<file path="config.mk">
export PLATFORM = sky130hd
export DESIGN_NAME = annexb_nal_splitter_top
export DESIGN_NICKNAME = d
export VERILOG_FILES = /design/src/hdl/nalsp_pkg.sv /design/src/hdl/nalsp_front.sv /design/src/hdl/nalsp_cmd_fifo.sv /design/src/hdl/nalsp_back.sv /design/src/hdl/annexb_nal_splitter_top.sv
export SDC_FILE = /design/constraint.sdc
export NUM_CORES = 1
export LEC_CHECK = 0
export BUFFER_PORTS_ARGS = -buffer_cell sky130_fd_sc_hd__buf_2
export CAP_MARGIN = 20
export CORE_MARGIN = 2
export CORE_UTILIZATION = 55
export DETAILED_ROUTE_END_ITERATION = 8
export HOLD_SLACK_MARGIN = 0.15
export PLACE_DENSITY = 0.69
export SYNTH_ARGS = -nofsm -noshare
export SYNTH_HDL_FRONTEND = slang
export SYNTH_HIERARCHICAL = 1
export SYNTH_SLANG_ARGS = --single-unit
</file>
<file path="constraint.sdc">
create_clock -name clk -period 20.4 [get_ports clk]
set_input_delay 1.02 -clock clk [delete_from_list [all_inputs] [get_ports clk]]
set_output_delay 1.02 -clock clk [all_outputs]
set_load 0.02 [all_outputs]
</file>
<file path="src/hdl/nalsp_pkg.sv">
// shared types and constants of the annex b nal splitter
package nalsp_pkg;

  localparam int HOLD_DEPTH = 5;
  localparam int NSLOT      = HOLD_DEPTH + 1;
  localparam int HCNT_W     = $clog2(HOLD_DEPTH + 1);
  localparam int HIDX_W     = $clog2(HOLD_DEPTH);
  localparam int SLOT_W     = $clog2(NSLOT);
  localparam int NRES_W     = $clog2(NSLOT + 1);

  localparam int QDEPTH = 4;
  localparam int QPTR_W = $clog2(QDEPTH);
  localparam int QCNT_W = $clog2(QDEPTH + 1);

  localparam logic [23:0] START_CODE = 24'h000001;

  localparam logic [4:0] TYPE_SLICE = 5'h01;
  localparam logic [4:0] TYPE_IDR   = 5'h05;
  localparam logic [4:0] TYPE_SPS   = 5'h07;
  localparam logic [4:0] TYPE_PPS   = 5'h08;

  // codes on the nal_kind output
  localparam logic [2:0] OUT_SLICE = 3'd0;
  localparam logic [2:0] OUT_IDR   = 3'd1;
  localparam logic [2:0] OUT_SPS   = 3'd2;
  localparam logic [2:0] OUT_PPS   = 3'd3;
  localparam logic [2:0] OUT_ERR   = 3'd4;

  typedef struct packed {
    logic [7:0] data;
    logic [2:0] kind;
    logic       first;
    logic       last;
    logic       cfg;
    logic       timed;
  } res_t;

  // all results that one input byte releases
  typedef struct packed {
    logic [NRES_W-1:0]   count;
    logic [30:0]         rel;
    res_t [NSLOT-1:0]    slot;
  } cmd_t;

endpackage

</file>
<file path="src/hdl/nalsp_front.sv">
// front end: start code search, nal classification and hold buffer
module nalsp_front
  import nalsp_pkg::*;
(
  input  logic        clk,
  input  logic        rst_n,
  input  logic        acc,
  input  logic [7:0]  data_byte,
  input  logic        last_of_buffer,
  input  logic        drop_slices,
  input  logic [31:0] pts_low,
  output logic        cmd_valid,
  output cmd_t        cmd
);

  typedef enum logic [2:0] {K_DISCARD, K_SLICE, K_IDR, K_SPS, K_PPS} kind_t;

  function automatic logic [2:0] out_code(kind_t k);
    logic [2:0] c;
    c = OUT_SLICE;
    unique case (k)
      K_SLICE: c = OUT_SLICE;
      K_IDR:   c = OUT_IDR;
      K_SPS:   c = OUT_SPS;
      K_PPS:   c = OUT_PPS;
      default: c = OUT_SLICE;
    endcase
    return c;
  endfunction

  logic [7:0]        held_r   [HOLD_DEPTH];
  logic [7:0]        held_nxt [HOLD_DEPTH];
  logic [HCNT_W-1:0] hcnt_r, hcnt_nxt;
  logic [23:0]       hist_r, hist_nxt;
  kind_t             kind_r, kind_nxt;
  logic              sps_r, sps_nxt, pps_r, pps_nxt;
  logic              cfg_sent_r, cfg_sent_nxt;
  logic              tbv_r, tbv_nxt;
  logic [31:0]       tb_r, tb_nxt;
  logic              abort_r, abort_nxt;
  logic              fp_r, fp_nxt, cp_r, cp_nxt;

  always_comb begin
    logic [NRES_W-1:0] n;
    logic [HCNT_W-1:0] kk;
    logic [NRES_W-1:0] m;
    logic [7:0]        seq [NSLOT];
    logic              old_fwd, old_frame, new_frame, cp_new;
    kind_t             nk;
    logic [4:0]        ntype;
    logic [31:0]       diff;

    for (int i = 0; i < HOLD_DEPTH; i++) held_nxt[i] = held_r[i];
    hcnt_nxt     = hcnt_r;
    hist_nxt     = hist_r;
    kind_nxt     = kind_r;
    sps_nxt      = sps_r;
    pps_nxt      = pps_r;
    cfg_sent_nxt = cfg_sent_r;
    tbv_nxt      = tbv_r;
    tb_nxt       = tb_r;
    abort_nxt    = abort_r;
    fp_nxt       = fp_r;
    cp_nxt       = cp_r;
    cmd          = '0;
    n            = '0;
    kk           = '0;
    m            = '0;
    cp_new       = 1'b0;
    nk           = K_DISCARD;
    ntype        = data_byte[4:0];
    old_fwd      = (kind_r != K_DISCARD);
    old_frame    = (kind_r == K_SLICE) || (kind_r == K_IDR);
    new_frame    = 1'b0;
    for (int i = 0; i < HOLD_DEPTH; i++) seq[i] = (HCNT_W'(i) < hcnt_r) ? held_r[i] : data_byte;
    seq[NSLOT-1] = data_byte;

    if (acc) begin
      if (abort_r) begin
        if (last_of_buffer) begin
          hcnt_nxt  = '0;
          kind_nxt  = K_DISCARD;
          fp_nxt    = 1'b0;
          cp_nxt    = 1'b0;
          hist_nxt  = '0;
          abort_nxt = 1'b0;
        end
      end else if (hist_r == START_CODE) begin
        // flush the open nal without its start code and one leading zero
        kk = (hcnt_r >= HCNT_W'(3)) ? hcnt_r - HCNT_W'(3) : '0;
        if (kk != '0 && held_r[HIDX_W'(kk - HCNT_W'(1))] == 8'h00) kk = kk - HCNT_W'(1);
        if (!old_fwd) kk = '0;
        for (int i = 0; i < HOLD_DEPTH; i++) begin
          if (HCNT_W'(i) < kk) begin
            cmd.slot[i].data  = held_r[i];
            cmd.slot[i].kind  = out_code(kind_r);
            cmd.slot[i].first = (i == 0) && fp_r;
            cmd.slot[i].last  = (HCNT_W'(i) == kk - HCNT_W'(1));
            cmd.slot[i].cfg   = (i == 0) && fp_r && cp_r;
            cmd.slot[i].timed = old_frame;
          end
        end
        n = NRES_W'(kk);

        priority if (ntype == TYPE_SPS) begin
          nk      = K_SPS;
          sps_nxt = 1'b1;
        end else if (ntype == TYPE_PPS) begin
          nk      = K_PPS;
          pps_nxt = 1'b1;
        end else if (ntype == TYPE_IDR) begin
          nk = K_IDR;
        end else if (ntype == TYPE_SLICE && !drop_slices) begin
          nk = K_SLICE;
        end else begin
          nk = K_DISCARD;
        end
        new_frame = (nk == K_SLICE) || (nk == K_IDR);

        if (new_frame && !cfg_sent_r && !(sps_r && pps_r)) begin
          // frame before parameter sets: error, skip rest of buffer
          for (int j = 0; j < NSLOT; j++) begin
            if (NRES_W'(j) == n) begin
              cmd.slot[j].data = 8'h00;
              cmd.slot[j].kind = OUT_ERR;
            end
          end
          n         = n + NRES_W'(1);
          hcnt_nxt  = '0;
          kind_nxt  = K_DISCARD;
          fp_nxt    = 1'b0;
          cp_nxt    = 1'b0;
          hist_nxt  = '0;
          abort_nxt = !last_of_buffer;
        end else begin
          if (new_frame && !cfg_sent_r) begin
            cfg_sent_nxt = 1'b1;
            cp_new       = 1'b1;
          end
          if (new_frame && !tbv_r) begin
            tbv_nxt = 1'b1;
            tb_nxt  = pts_low;
          end
          held_nxt[0] = data_byte;
          hcnt_nxt    = HCNT_W'(1);
          kind_nxt    = nk;
          fp_nxt      = 1'b1;
          cp_nxt      = cp_new;
          hist_nxt    = {16'h0000, data_byte};
          if (last_of_buffer) begin
            if (nk != K_DISCARD) begin
              for (int j = 0; j < NSLOT; j++) begin
                if (NRES_W'(j) == n) begin
                  cmd.slot[j].data  = data_byte;
                  cmd.slot[j].kind  = out_code(nk);
                  cmd.slot[j].first = 1'b1;
                  cmd.slot[j].last  = 1'b1;
                  cmd.slot[j].cfg   = cp_new;
                  cmd.slot[j].timed = new_frame;
                end
              end
              n = n + NRES_W'(1);
            end
            hcnt_nxt = '0;
            kind_nxt = K_DISCARD;
            fp_nxt   = 1'b0;
            cp_nxt   = 1'b0;
            hist_nxt = '0;
          end
        end
      end else begin
        hist_nxt = {hist_r[15:0], data_byte};
        if (hcnt_r != '0) begin
          // oldest byte leaves when the hold buffer is full, all leave at buffer end
          if (last_of_buffer) m = NRES_W'(hcnt_r) + NRES_W'(1);
          else if (hcnt_r == HCNT_W'(HOLD_DEPTH)) m = NRES_W'(1);
          if (!old_fwd) m = '0;
          for (int i = 0; i < NSLOT; i++) begin
            if (NRES_W'(i) < m) begin
              cmd.slot[i].data  = seq[i];
              cmd.slot[i].kind  = out_code(kind_r);
              cmd.slot[i].first = (i == 0) && fp_r;
              cmd.slot[i].last  = last_of_buffer && (NRES_W'(i) == m - NRES_W'(1));
              cmd.slot[i].cfg   = (i == 0) && fp_r && cp_r;
              cmd.slot[i].timed = old_frame;
            end
          end
          n = m;
          if (m != '0) begin
            fp_nxt = 1'b0;
            cp_nxt = 1'b0;
          end
          for (int i = 0; i < HOLD_DEPTH; i++) begin
            held_nxt[i] = (hcnt_r == HCNT_W'(HOLD_DEPTH)) ? seq[i+1] : seq[i];
          end
          hcnt_nxt = (hcnt_r == HCNT_W'(HOLD_DEPTH)) ? hcnt_r : hcnt_r + HCNT_W'(1);
        end
        if (last_of_buffer) begin
          hcnt_nxt = '0;
          kind_nxt = K_DISCARD;
          fp_nxt   = 1'b0;
          cp_nxt   = 1'b0;
          hist_nxt = '0;
        end
      end
    end

    diff      = pts_low - tb_nxt;
    cmd.rel   = diff[30:0];
    cmd.count = n;
    cmd_valid = acc && (n != '0);
  end

  always_ff @(posedge clk) begin
    for (int i = 0; i < HOLD_DEPTH; i++) held_r[i] <= held_nxt[i];
  end

  always_ff @(posedge clk) begin
    if (!rst_n) begin
      hcnt_r     <= '0;
      hist_r     <= '0;
      kind_r     <= K_DISCARD;
      sps_r      <= 1'b0;
      pps_r      <= 1'b0;
      cfg_sent_r <= 1'b0;
      tbv_r      <= 1'b0;
      tb_r       <= '0;
      abort_r    <= 1'b0;
      fp_r       <= 1'b0;
      cp_r       <= 1'b0;
    end else begin
      hcnt_r     <= hcnt_nxt;
      hist_r     <= hist_nxt;
      kind_r     <= kind_nxt;
      sps_r      <= sps_nxt;
      pps_r      <= pps_nxt;
      cfg_sent_r <= cfg_sent_nxt;
      tbv_r      <= tbv_nxt;
      tb_r       <= tb_nxt;
      abort_r    <= abort_nxt;
      fp_r       <= fp_nxt;
      cp_r       <= cp_nxt;
    end
  end

  a_hold_bound: assert property (@(posedge clk) disable iff (!rst_n)
    hcnt_r <= HCNT_W'(HOLD_DEPTH))
    else $error("hold count beyond depth");

  a_abort_idle: assert property (@(posedge clk) disable iff (!rst_n)
    abort_r |-> (hcnt_r == '0 && kind_r == K_DISCARD))
    else $error("nal open while buffer aborted");

  a_cfg_after_sets: assert property (@(posedge clk) disable iff (!rst_n)
    cfg_sent_r |-> (sps_r && pps_r))
    else $error("config flagged before sps and pps");

endmodule

</file>
<file path="src/hdl/nalsp_cmd_fifo.sv">
// small queue of result commands between front and back end
module nalsp_cmd_fifo
  import nalsp_pkg::*;
(
  input  logic clk,
  input  logic rst_n,
  input  logic push,
  input  cmd_t push_cmd,
  input  logic pop,
  output logic full,
  output logic head_valid,
  output cmd_t head
);

  cmd_t              q_r [QDEPTH];
  logic [QPTR_W-1:0] wr_r, wr_nxt, rd_r, rd_nxt;
  logic [QCNT_W-1:0] cnt_r, cnt_nxt;

  assign full       = (cnt_r == QCNT_W'(QDEPTH));
  assign head_valid = (cnt_r != '0);
  assign head       = q_r[rd_r];

  always_comb begin
    wr_nxt  = push ? wr_r + QPTR_W'(1) : wr_r;
    rd_nxt  = pop ? rd_r + QPTR_W'(1) : rd_r;
    cnt_nxt = cnt_r + QCNT_W'(push) - QCNT_W'(pop);
  end

  always_ff @(posedge clk) begin
    if (push) q_r[wr_r] <= push_cmd;
  end

  always_ff @(posedge clk) begin
    if (!rst_n) begin
      wr_r  <= '0;
      rd_r  <= '0;
      cnt_r <= '0;
    end else begin
      wr_r  <= wr_nxt;
      rd_r  <= rd_nxt;
      cnt_r <= cnt_nxt;
    end
  end

endmodule

</file>
<file path="src/hdl/nalsp_back.sv">
// back end: walks a command's results into the output register
module nalsp_back
  import nalsp_pkg::*;
(
  input  logic        clk,
  input  logic        rst_n,
  input  logic        head_valid,
  input  cmd_t        head,
  output logic        pop,
  output logic        out_valid,
  input  logic        out_stall,
  output logic [7:0]  out_payload_byte,
  output logic [2:0]  out_nal_kind,
  output logic        out_first_of_nal,
  output logic        out_last_of_nal,
  output logic [30:0] out_relative_time,
  output logic        out_config_first
);

  logic [SLOT_W-1:0] idx_r, idx_nxt;
  logic              valid_r, valid_nxt;
  logic              load;
  res_t              cur;
  res_t              res_r;
  logic [30:0]       rel_r;

  assign cur  = head.slot[idx_r];
  assign load = head_valid && (!valid_r || !out_stall);
  assign pop  = load && (NRES_W'(idx_r) == head.count - NRES_W'(1));

  always_comb begin
    idx_nxt   = idx_r;
    valid_nxt = valid_r && out_stall;
    if (load) begin
      valid_nxt = 1'b1;
      idx_nxt   = pop ? '0 : idx_r + SLOT_W'(1);
    end
  end

  always_ff @(posedge clk) begin
    if (load) begin
      res_r <= cur;
      rel_r <= cur.timed ? head.rel : '0;
    end
  end

  always_ff @(posedge clk) begin
    if (!rst_n) begin
      idx_r   <= '0;
      valid_r <= 1'b0;
    end else begin
      idx_r   <= idx_nxt;
      valid_r <= valid_nxt;
    end
  end

  assign out_valid         = valid_r;
  assign out_payload_byte  = res_r.data;
  assign out_nal_kind      = res_r.kind;
  assign out_first_of_nal  = res_r.first;
  assign out_last_of_nal   = res_r.last;
  assign out_relative_time = rel_r;
  assign out_config_first  = res_r.cfg;

endmodule

</file>
<file path="src/hdl/annexb_nal_splitter_top.sv">
// top level of the annex b nal splitter
//
// splits an h.264 annex b byte stream into nal payload bytes, one byte per
// transaction in and one result per transaction out. the front end takes one
// byte every clock cycle while in_stall is low and sorts it; results leave
// registered, at one per cycle while out_stall is low. a byte that ends a nal
// or a buffer can release up to six results at once (the five-byte hold
// buffer plus the byte itself); these sit in a four-entry command queue and
// drain one per cycle while out_stall is low, and in_stall rises only while
// that queue is full. so the sustained rate is one byte per cycle as long as,
// on average, a byte yields no more than one result and the output side takes
// them. there are no configuration registers and no clearing pass after reset.
module annexb_nal_splitter_top
  import nalsp_pkg::*;
(
  input  logic        clk,
  input  logic        rst_n,
  // input byte channel
  input  logic        in_valid,
  output logic        in_stall,
  input  logic [7:0]  in_data_byte,
  input  logic        in_last_of_buffer,
  input  logic        in_drop_slices,
  input  logic [31:0] in_pts_low,
  // result channel
  output logic        out_valid,
  input  logic        out_stall,
  output logic [7:0]  out_payload_byte,
  output logic [2:0]  out_nal_kind,
  output logic        out_first_of_nal,
  output logic        out_last_of_nal,
  output logic [30:0] out_relative_time,
  output logic        out_config_first
);

  logic in_acc;
  logic cmd_valid;
  cmd_t cmd;
  logic q_full;
  logic q_head_valid;
  cmd_t q_head;
  logic q_pop;

  // stall depends only on queue occupancy, never on in_valid
  assign in_stall = q_full;
  assign in_acc   = in_valid && !in_stall;

  // start code search, nal typing, parameter set tracking, time base
  nalsp_front u_front (
    .clk            (clk),
    .rst_n          (rst_n),
    .acc            (in_acc),
    .data_byte      (in_data_byte),
    .last_of_buffer (in_last_of_buffer),
    .drop_slices    (in_drop_slices),
    .pts_low        (in_pts_low),
    .cmd_valid      (cmd_valid),
    .cmd            (cmd)
  );

  // decouples bursts of results from the front end, which takes a byte per cycle while in_stall is low
  nalsp_cmd_fifo u_fifo (
    .clk        (clk),
    .rst_n      (rst_n),
    .push       (cmd_valid),
    .push_cmd   (cmd),
    .pop        (q_pop),
    .full       (q_full),
    .head_valid (q_head_valid),
    .head       (q_head)
  );

  // one result per cycle into the output register while out_stall is low
  nalsp_back u_back (
    .clk               (clk),
    .rst_n             (rst_n),
    .head_valid        (q_head_valid),
    .head              (q_head),
    .pop               (q_pop),
    .out_valid         (out_valid),
    .out_stall         (out_stall),
    .out_payload_byte  (out_payload_byte),
    .out_nal_kind      (out_nal_kind),
    .out_first_of_nal  (out_first_of_nal),
    .out_last_of_nal   (out_last_of_nal),
    .out_relative_time (out_relative_time),
    .out_config_first  (out_config_first)
  );

endmodule
</file>
==> results of run 1 <==
## logic make-up after synthesis
group	synth area share
flops	0.6300
mux	0.1279
fa+ha+maj	0.02323
simple gates	0.09284
xor+xnor	0.01372
compound gates	0.08702
buf+inv	0.02526
## how the worst min path moves through the flow
stage / end / cells past startpoint / slack, ns
6_report: u_front/tbv_r$_SDFFE_PN0P_ / 1 / 0.47
4_1_cts: u_front/tbv_r$_SDFFE_PN0P_ / 1 / 0.48
5_1_grt: u_front/tbv_r$_SDFFE_PN0P_ / 1 / 0.50
2_1_floorplan: u_front/tbv_r$_SDFFE_PN0P_ / 1 / 0.44
3_5_place_dp: u_front/tbv_r$_SDFFE_PN0P_ / 1 / 0.47
3_3_place_gp: u_front/tbv_r$_SDFFE_PN0P_ / 1 / 0.45
## through the flow
step                      utilization  total power, mW  std cells
after floorplan                     -            1.684       2095
after global placement         0.5781            1.744       2807
after detailed placement       0.5781            1.749       2807
after CTS                      0.6193            2.970       2935
after global routing           0.6199            3.040       2937
final                          0.6199            2.947       2937
## cell type report
cell class                      count  area [um2]
Clock inverter                     35       327.8
Fill cell                        4032       20580
Inverter                           38       142.6
Tap cell                          696       870.8
Multi-Input combinational cell   1282       10460
Sequential cell                   662       19080
Timing Repair Buffer              131       773.2
Clock buffer                       93        1901
## metal layers
metal	part of all wire	GRT usage	vias to the layer above
li1	-	-	8333
met1	0.42	0.3647	9486
met2	0.48	0.4118	780
met3	0.074	0.04480	134
met4	0.027	0.07746	0
met5	0	0	-
## registers in the layout, summed over array words and instances (netlist names), 2 cells and up, named ones only
register                  flops
u_fifo/q_r                  496
u_front/held_r               40
u_back/out_relative_time     31
u_front/tb_r                 31
u_front/hist_r               24
u_back/out_payload_byte       8
u_back/idx_r                  3
u_back/out_nal_kind           3
u_fifo/cnt_r                  3
u_front/hcnt_r                3
u_front/kind_r                3
u_fifo/rd_r                   2
u_fifo/wr_r                   2
## report_power, final
part           internal [mW]  total [mW]  switching, mW
registers               1.50        1.52         0.0134
clock network          0.722        1.23          0.504
logic                 0.0741       0.206          0.132
## critical path: stages (launching register included)
cell and delay (ns):
dfxtp_1 0.60, ha_1 0.23, ha_1 0.47, o21ai_1 0.27
and2_2 0.26, ha_1 0.30, nor4_1 0.36, nand3_2 0.27
o21a_2 0.25, xnor2_1 0.14, nor2_1 0.36, ha_1 0.22
nand2_1 0.06, xnor2_1 0.13, a21boi_0 0.66, or3b_1 0.42
and2_4 0.56, buf_4 0.71, buf_4 0.69
## cell usage in the layout, fill, tap and decap left out, drive strengths merged, types with 5 or more instances in the layout
master / synthesis / layout
nand2b: 9 / 9
a221oi: 29 / 29
mux2: 7 / 7
o211ai: 8 / 8
nand4: 7 / 7
nor2b: 96 / 96
xor2: 14 / 14
clkbuf: 59 / 94
dfxtp: 81 / 81
inv: 37 / 41
nor4: 19 / 19
a311oi: 6 / 6
a32oi: 6 / 6
ha: 53 / 53
mux4: 140 / 140
nand2: 160 / 160
a2111oi: 5 / 5
a21oi: 104 / 104
o22ai: 29 / 29
mux2i: 64 / 64
nor3: 31 / 31
a22oi: 19 / 19
xnor2: 28 / 28
a21boi: 8 / 8
o21a: 10 / 10
clkinv: 1 / 22
and3: 9 / 9
buf: 54 / 130
a31oi: 21 / 21
edfxtp: 581 / 581
clkinvlp: 0 / 5
and2: 26 / 26
bufinv: 0 / 5
nor2: 167 / 167
nand3: 29 / 29
a21o: 20 / 20
o21ai: 92 / 92
a211oi: 7 / 7
==> impl_results.md, run 1 <==
* CP required at 20.62 ns
* Reg-to-reg endpoint: u_fifo/q_r[3][2]$_DFFE_PP_
* Reg2reg path depth at 18
* DRT antenna net count at 0
* Router iterations before antenna repair at 5
* RR Startpoint: u_front/hcnt_r[0]$_SDFFE_PN0P_
* VDD IR max at 69.05 uV
* Number of port buffers at 91
* Initial antenna violation count at 0
* Fin. max-slew vios at 0
* Die height at 238.6 um
* Num CTS Buffers at 70
* Status: completed
* Synth area leaders: edfxtp_1 (58%), mux4_2 (10%), dfxtp_1 (5.4%)
* Tot GR Track Use at 0.2573
* Pin slew with the least headroom to its limit at 1.112 ns
* I/O Pins at 93
* Avg Cell Area, Syn at 14.45 um2
* #FFs+latches synth at 662
* Final instance area at 0.03356 mm2
* Vias in the first global route at 18,690
* WL final at 72,080 um
* Setup Slack @ Placement at 13.08 ns
* Clock Path Buffers at 3
* Largest net degree at the start of global routing at 78
* Synth warnings at 6
* CTS sink count at 662
* EDFF count, synth at 581
* Vias/cell at 6.378
* Post-synth top area share at 0.5764
* Root Driver: clkbuf_16
* Min Hold Slack at 0.4720 ns
* CTS Hold Bufs at 0
* DIE AREA at 0.05693 mm2
* Setup ws final at 12.89 ns
* Post-Syn Area at 0.03027 mm2
* Diodes inserted at 0
* Post-CTS Setup Inserts at 0
* Mapped Nets at 2,196
* TNS Setup at 0 ns
* Worst Setup EP: u_fifo/q_r[3][2]$_DFFE_PP_
* Iteration-0 DRC Markers at 1,972
* Worst Path Max Fanout at 50
* Horiz. Die Dim at 238.6 um
* Post-synth ARST share at 0
* Max Cap Violations at 0
* Largest area contributor in the netlist: edfxtp_1
* Worst hold path type: flip-flop to flip-flop
* CP Launch Type: flip-flop
* Total Nets Final at 2,286
* Finish-stage setup viols at 0
* Wire per inst at 24.54 um
* CP Class: flip-flop to flip-flop
* Vias at 18,730
* Area Overhead vs Synth at 10.86%
* HPWL Detailed at 46,130 um
* Initial core utilization at 0.5591
* H-Tree Depth at 3
* Final period util at 0.3680
* Leak at 11.29 nW
* Top post-synthesis cells by count: edfxtp_1 (581), nor2_1 (165), nand2_1 (158)
* Post_cts resized at 0
* Routability cong. at 0.9373
* Worst skew pair latency at 0.60 ns
* CORE AREA at 0.05413 mm2
* Post-route DRC at 0
* Tmin final at 7.506 ns
* Hold Fails Final Rpt at 0
* Slew Limit Headroom at 0.2563
* Worst Skew at 0.02584 ns
* Crit path launch: u_front/hcnt_r[0]$_SDFFE_PN0P_
* CP arrival at 7.72 ns
* Reg clk slew, reported paths at 0.07 ns
* Pwr dens at 87.84 mW/mm2
* Top-count cell post-synth: edfxtp_1
* Hold path start: u_front/tbv_r$_SDFFE_PN0P_
* GRT overflow at 0
* Library cells used by synthesis at 96
* Seq/Total Area, Yosys at 0.6300
* Fmax at 133.2 MHz
* Worst reg-to-reg setup slack at 12.89 ns
* First-pass GRT wire length at 110,800 um
* CTS tree: done
* FP Rows at 85
* Ratio of cells with drive above 1 in the final layout at 0.1896
* DP Area at 0.03130 mm2
* RSZ-0062 raised after global routing: no
* Element type at the critical path end: flip-flop
* Main synth FF type: edfxtp_1
* Gate Count Post-Synth at 2,095
Power figures use the tool's default switching activity.
==> inputs of run 2 (changes only) <==
- PLACE_DENSITY: 0.69 -> 0.72
- clock period: 20.4 -> 6.9 ns (I/O delays scaled with it)
==> run 2 against run 1 <==
Effect of this change: combinational power grew to 3.0 times the previous value; critical path depth shrank 1; register-to-register slack lost 12 ns; maximum frequency grew 23%; sequential power grew to 3.0 times the previous value; sequential cell count is the same; routed wire length grew 1.1%; via count grew 0.59%; final cell count grew 1.2%; die area is the same; global-route usage grew 0.18 points; setup slack lost 12 ns.
==> impl_results.md, run 2 (synthesized netlist as in run 1, its figures left out) <==
* CTS sink count at 662 (unchanged)
* Router iterations before antenna repair at 6 (+1)
* Area Overhead vs Synth at 12.36%
* Number of port buffers at 91 (unchanged)
* FP Rows at 85 (unchanged)
* Clock Path Buffers at 3 (unchanged)
* TNS Setup at 0 ns (unchanged)
* Worst hold path type: input pin to flip-flop
* RR Startpoint: u_front/hcnt_r[0]$_SDFFE_PN0P_
* Post-CTS Setup Inserts at 0 (unchanged)
* CORE AREA at 0.05413 mm2 (unchanged)
* Routability cong. at 0.9624 (+2.7%)
* Element type at the critical path end: flip-flop
* Hold Fails Final Rpt at 0 (unchanged)
* Tot GR Track Use at 0.2591 (+0.001804)
* Final period util at 0.8836 (+0.5156)
* Vias in the first global route at 18,640 (-0.28%)
* Post-route DRC at 0 (unchanged)
* VDD IR max at 188.8 uV (+170%)
* CP required at 7.19 ns (-13.43 ns)
* H-Tree Depth at 3 (unchanged)
* Fillers at 3,891 (-3.5%)
* Fmax at 164.0 MHz (+23%)
* Storage cell area at 0.01908 mm2 (unchanged)
* Tmin final at 6.097 ns (-1.410 ns)
* CP Buf/Inv Count at 1 (-1)
* Largest net degree at the start of global routing at 78 (unchanged)
* Pin slew with the least headroom to its limit at 1.136 ns (+0.02430 ns)
* Fin. max-slew vios at 0 (unchanged)
* CP Class: flip-flop to flip-flop
* Horiz. Die Dim at 238.6 um (unchanged)
* Largest reg by FF count: u_fifo/q_r
* Pwr dens at 256.6 mW/mm2 (+190%)
* Reg-to-reg endpoint: u_fifo/q_r[2][81]$_DFFE_PP_
* Initial antenna violation count at 1 (+1)
* First-pass GRT wire length at 111,300 um (+0.51%)
* Total Nets Final at 2,325 (+1.7%)
* Commonest non-fill, non-tap cell in the layout: edfxtp_1
* DP Area at 0.03147 mm2 (+0.56%)
* Finish-stage setup viols at 0 (unchanged)
* Worst skew pair latency at 0.62 ns (+0.02 ns)
* Slew Limit Headroom at 0.2428 (-0.01359)
* Ratio of cells with drive above 1 in the final layout at 0.1929 (+0.003235)
* Status: completed
* Initial core utilization at 0.5591 (unchanged)
* Commonest cells after routing, fill and taps aside: edfxtp_1 (581), nor2_1 (162), nand2_1 (158), mux4_2 (140), a21oi_1 (101)
* HPWL Detailed at 46,710 um (+1.2%)
* Setup ws final at 0.8033 ns (-12.09 ns)
* Total power at 8.728 mW (+200%)
* Reg2reg path depth at 17 (-1)
* Most frequent CP cell: ha_1
* Top flop regs: u_fifo/q_r: 496 flops, u_front/held_r: 40 flops
* DRT antenna net count at 0 (unchanged)
* Leak at 11.50 nW (+1.8%)
* Fin util at 0.6282 (+0.008344)
* Crit path max-delay family: simple AND/OR/NAND/NOR gates
* Slowest-stage cell, CP: and2_4
* Multi-input gate area at 0.01046 mm2 (unchanged)
* Vias/cell at 6.338 (-0.63%)
* CP peak stage delay at 0.64 ns (-0.07 ns)
* Placed cell count at 2,817 (+0.36%)
* CTS tree: done
* Crit-path cells: ha_1, ha_1, o21ai_1, and2_2, ha_1, nor4_1, nand3_2, o21a_2, xnor2_1, nor2_1, ha_1, nand2_1, xnor2_1, a21boi_0, or3b_1, and2_4, buf_4
* WL final at 72,840 um (+1.1%)
* Num CTS Buffers at 68 (-2.9%)
* Layout Cells excl Fill at 2,973 (+1.2%)
* RSZ-0062 raised after global routing: no
* CP arrival at 6.39 ns (-1.33 ns)
* Vias at 18,840 (+0.59%)
* Hold path depth at 4 (+3)
* Worst Skew at 0.02693 ns (+0.001085 ns)
* Max reg flops at 496 (unchanged)
* Worst Path Max Fanout at 36 (-28%)
* Worst reg-to-reg setup slack at 0.80 ns (-12.09 ns)
* Die height at 238.6 um (unchanged)
* Hold EP: u_front/kind_r[0]$_SDFFE_PN0P_
* I/O Pins at 93 (unchanged)
* Wire per inst at 24.50 um (-0.16%)
* Root Driver: clkbuf_16
* Min Hold Slack at 0.1817 ns (-0.2903 ns)
* Reg clk slew, reported paths at 0.06 ns (about the same)
* DIE AREA at 0.05693 mm2 (unchanged)
* Setup Slack @ Placement at 0.9176 ns (-12.16 ns)
* Final instance area at 0.03401 mm2 (+1.3%)
* GRT overflow at 0 (unchanged)
* Hold path start: in_valid
* Max Cap Violations at 0 (unchanged)
* CP Launch Type: flip-flop
* Iteration-0 DRC Markers at 2,262 (+15%)
-- run 2: worst register-to-register path, stage by stage, from the launching register on --
cell and delay (ns):
dfxtp_1 0.59, ha_1 0.22, ha_1 0.44, o21ai_1 0.25
and2_2 0.25, ha_1 0.31, nor4_1 0.34, nand3_2 0.26
o21a_2 0.24, xnor2_1 0.14, nor2_1 0.38, ha_1 0.22
nand2_1 0.06, xnor2_1 0.13, a21boi_0 0.55, or3b_1 0.40
and2_4 0.64, buf_4 0.34
-- run 2: cell type report --
| class | count | area share |
|---|---|---|
| Inverter | 38 | 0.004194 |
| Timing Repair Buffer | 172 | 0.03657 |
| Clock inverter | 33 | 0.009382 |
| Antenna cell | 1 | 0.00007358 |
| Tap cell | 696 | 0.02561 |
| Multi-Input combinational cell | 1282 | 0.3077 |
| Sequential cell | 662 | 0.5610 |
| Clock buffer | 89 | 0.05552 |
-- run 2: power by group --
| part | switching, mW | total, mW | internal [mW] |
|---|---|---|---|
| sequential | 0.0461 | 4.49 | 4.44 |
| combinational | 0.393 | 0.626 | 0.232 |
| clock | 1.49 | 3.62 | 2.12 |
| total | 1.93 | 8.73 | 6.80 |
-- run 2: worst max-delay path by stage --
stage / start / endpoint / cells past startpoint
finish: u_front/hcnt_r[0]$_SDFFE_PN0P_ / u_fifo/q_r[2][81]$_DFFE_PP_ / 17
global route: u_front/hcnt_r[0]$_SDFFE_PN0P_ / u_fifo/q_r[2][81]$_DFFE_PP_ / 17
CTS: u_front/hcnt_r[0]$_SDFFE_PN0P_ / u_fifo/q_r[2][81]$_DFFE_PP_ / 17
detailed placement: u_front/hcnt_r[0]$_SDFFE_PN0P_ / u_fifo/q_r[2][111]$_DFFE_PP_ / 17
global placement: u_front/hcnt_r[0]$_SDFFE_PN0P_ / u_fifo/q_r[2][111]$_DFFE_PP_ / 17
floorplan: u_front/hcnt_r[2]$_SDFFE_PN0P_ / u_fifo/q_r[1][0]$_DFFE_PP_ / 17
-- run 2: routing by layer --
| layer | global-route usage | wire, um |
|---|---|---|
| met5 | 0 | 0 |
| met4 | 0.09091 | 1926 |
| met3 | 0.04342 | 5781 |
| met2 | 0.4050 | 34190 |
| met1 | 0.3719 | 30950 |
-- run 2: timing repair --
item | CTS | global route
resized for setup | 0 | 0
hold buffers | 32 | 0
endpoints found under the hold margin | 32 | 0
setup endpoints to repair | 0 | 0
==> inputs of run 3 (changes only) <==
- clock period: 6.9 -> 5.1 ns (I/O delays scaled with it)
==> run 3 against run 2 <==
Effect of this change: clock-buffer cell count decreased by 10; register-to-register slack got worse by 0.52 ns; sequential share of layout area down 0.93 points; via count rose by 1.9%; critical path depth increased by 2; utilization increased by 1.1 points; non-clock buffer count rose by 40; global-route usage up 1.1 points; first-iteration DRC count fell by 3.6%; sequential power up 35%; design area rose by 1.7%; critical path type unchanged; largest power group unchanged; highest routed layer unchanged.
==> impl_results.md, run 3 (synthesized netlist as in run 1, its figures left out) <==
* Tmin final at 4.815 ns (-1.282 ns)
* VDD IR max at 327.3 uV (+73%)
* Leak at 11.79 nW (+2.6%)
* Uppermost layer routed: met4
* Initial antenna violation count at 1 (unchanged)
* RSZ-0062 raised after global routing: no
* HPWL Detailed at 50,100 um (+7.3%)
* Setup ws final at 0.2850 ns (-0.5183 ns)
* Element type at the critical path end: flip-flop
* RR Startpoint: u_front/hcnt_r[0]$_SDFFE_PN0P_
* Worst Path Max Fanout at 7 (-81%)
* Total Nets Final at 2,366 (+1.8%)
* Pwr dens at 354.5 mW/mm2 (+38%)
* Vias at 19,210 (+1.9%)
* First-pass GRT wire length at 115,700 um (+3.9%)
* Min Hold Slack at 0.2251 ns (+0.04341 ns)
* Area Overhead vs Synth at 14.26%
* Iteration-0 DRC Markers at 2,180 (-3.6%)
* I/O Pins at 93 (unchanged)
* GRT overflow at 0 (unchanged)
* Multi-input gate area at 0.01049 mm2 (+0.20%)
* Reg2reg path depth at 19 (+2)
* Placed cell count at 2,856 (+1.4%)
* WL final at 75,860 um (+4.1%)
* Storage cell area at 0.01908 mm2 (about the same)
* Initial core utilization at 0.5591 (unchanged)
* Max reg flops at 496 (unchanged)
* Diodes inserted at 0 (-1)
* Worst reg-to-reg setup slack at 0.28 ns (-0.52 ns)
* Final period util at 0.9441 (+0.06054)
* CP required at 5.60 ns (-1.59 ns)
* CTS sink count at 662 (unchanged)
* Fin util at 0.6389 (+0.01063)
* Worst hold path type: input pin to flip-flop
* Slew Limit Headroom at 0.2544 (+0.01166)
* DP Area at 0.03182 mm2 (+1.1%)
* Pin slew with the least headroom to its limit at 1.118 ns (-0.01750 ns)
* Wl on met1 at 31,970 um (+3.3%)
* Layout Cells excl Fill at 3,016 (+1.4%)
* Number of port buffers at 91 (unchanged)
* CP Class: flip-flop to flip-flop
* Max Cap Violations at 0 (unchanged)
* DRT antenna net count at 0 (unchanged)
* Post-route DRC at 0 (unchanged)
* Ratio of cells with drive above 1 in the final layout at 0.2099 (+0.01703)
* Hold Fails Final Rpt at 0 (unchanged)
* TNS Setup at 0 ns (unchanged)
* Finish-stage setup viols at 0 (unchanged)
* CP peak stage delay at 0.48 ns (-0.16 ns)
* Fillers at 3,851 (-1.0%)
* Largest reg by FF count: u_fifo/q_r
* Hold path depth at 5 (+1)
* Worst skew pair latency at 0.62 ns (about the same)
* Horiz. Die Dim at 238.6 um (unchanged)
* Fin. max-slew vios at 0 (unchanged)
* Final instance area at 0.03458 mm2 (+1.7%)
* Tot GR Track Use at 0.2699 (+0.01078)
* Crit-path cells: ha_1, ha_1, o21a_1, inv_1, ha_1, nor4_1, nand3_2, o21a_2, mux2i_1, nand2_1, inv_1, ha_1, mux2i_1, o211ai_1, or3b_4, ha_1, fa_1, xor3_1, nor2_1
* Most frequent CP cell: ha_1
* CP arrival at 5.32 ns (-1.07 ns)
* Routability cong. at 0.9578 (-0.48%)
* CTS tree: done
* Reg clk slew, reported paths at 0.07 ns (about the same)
* Vias in the first global route at 19,140 (+2.7%)
* Total power at 12.26 mW (+40%)
* Setup Slack @ Placement at 0.1542 ns (-0.7634 ns)
* Worst Skew at 0.02401 ns (-0.002916 ns)
* DIE AREA at 0.05693 mm2 (unchanged)
* Commonest non-fill, non-tap cell in the layout: edfxtp_1
* Hold EP: u_front/kind_r[0]$_SDFFE_PN0P_
* FP Rows at 85 (unchanged)
* Slowest-stage cell, CP: or3b_4
* Commonest cells after routing, fill and taps aside: edfxtp_1 (581), nor2_1 (162), nand2_1 (158), mux4_2 (140), a21oi_1 (101)
* Vias/cell at 6.368 (+0.47%)
* Root Driver: clkbuf_16
* Num CTS Buffers at 69 (+1.5%)
* Reg-to-reg endpoint: u_fifo/cnt_r[2]$_SDFF_PN0_
* Die height at 238.6 um (unchanged)
* CORE AREA at 0.05413 mm2 (unchanged)
* Hold path start: in_valid
* CP Launch Type: flip-flop
* Post-CTS Setup Inserts at 0 (unchanged)
* Met3 routed WL at 5239 um (-9.4%)
* Router iterations before antenna repair at 6 (unchanged)
* Clock Path Buffers at 3 (unchanged)
* H-Tree Depth at 3 (unchanged)
* Fmax at 207.7 MHz (+27%)
* Wire per inst at 25.15 um (+2.7%)
* Largest net degree at the start of global routing at 78 (unchanged)
* Status: completed
* Metal2 WL at 36,240 um (+6.0%)
* Top flop regs: u_fifo/q_r: 496 flops, u_front/held_r: 40 flops
-- run 3: changes by cell type in the layout (fill, tap and decap cells not counted), moves of 2 or more --
cell       before  now
inv_16          0    2
clkinv_1       10   14
buf_12          8   12
clkbuf_2        3    0
clkinv_2        9    7
clkbuf_8        4    2
clkbuf_16      71   69
buf_4          40   75
clkbuf_1       11    8
bufinv_16       5   13
-- run 3: metal layers --
metal,global-route usage,vias to the layer above
met4,0.1013,0
li1,-,8504
met3,0.03811,148
met5,0,-
met1,0.3843,9715
met2,0.4278,839
-- run 3: worst max path at each step --
stage	from	to	slack [ns]
2_1_floorplan	u_front/hcnt_r[2]$_SDFFE_PN0P_	u_fifo/q_r[1][0]$_DFFE_PP_	-0.62
3_3_place_gp	u_front/hcnt_r[0]$_SDFFE_PN0P_	u_fifo/cnt_r[2]$_SDFF_PN0_	0.24
3_5_place_dp	u_front/hcnt_r[0]$_SDFFE_PN0P_	u_fifo/cnt_r[2]$_SDFF_PN0_	0.15
4_1_cts	u_front/hcnt_r[0]$_SDFFE_PN0P_	u_fifo/cnt_r[2]$_SDFF_PN0_	0.14
5_1_grt	u_front/hcnt_r[1]$_SDFFE_PN0P_	u_fifo/cnt_r[2]$_SDFF_PN0_	0.004
6_report	u_front/hcnt_r[0]$_SDFFE_PN0P_	u_fifo/cnt_r[2]$_SDFF_PN0_	0.28
-- run 3: worst max-delay path, delay by kind of cell, from the launching register on --
kind | cells | cell delay (ns)
adders and majority gates | 6 | 1.76
and+or+nand+nor | 5 | 1.18
AOI/OAI and AO/OA | 3 | 0.61
muxes | 2 | 0.21
xor gates and xnor gates | 1 | 0.39
DFF | 1 | 0.37
buffers and inverters | 2 | 0.20
-- run 3: final cells by class --
type	count	share of cell area
Inverter	38	0.004124
Multi-Input combinational cell	1282	0.3032
Tap cell	696	0.02518
Clock buffer	79	0.05159
Clock inverter	47	0.01816
Sequential cell	662	0.5517
Timing Repair Buffer	212	0.04609
-- run 3: power breakdown --
part | switching, mW | internal (mW) | leakage (nW)
clock network | 2.11 | 3.21 | 1.16
logic | 0.535 | 0.330 | 4.58
registers | 0.0696 | 6.01 | 6.04
-- run 3: timing repair --
action / CTS / global route
resized for setup: 0 / 5
endpoints found under the hold margin: 33 / 0
setup endpoints to repair: 0 / 60
hold buffers: 33 / 0
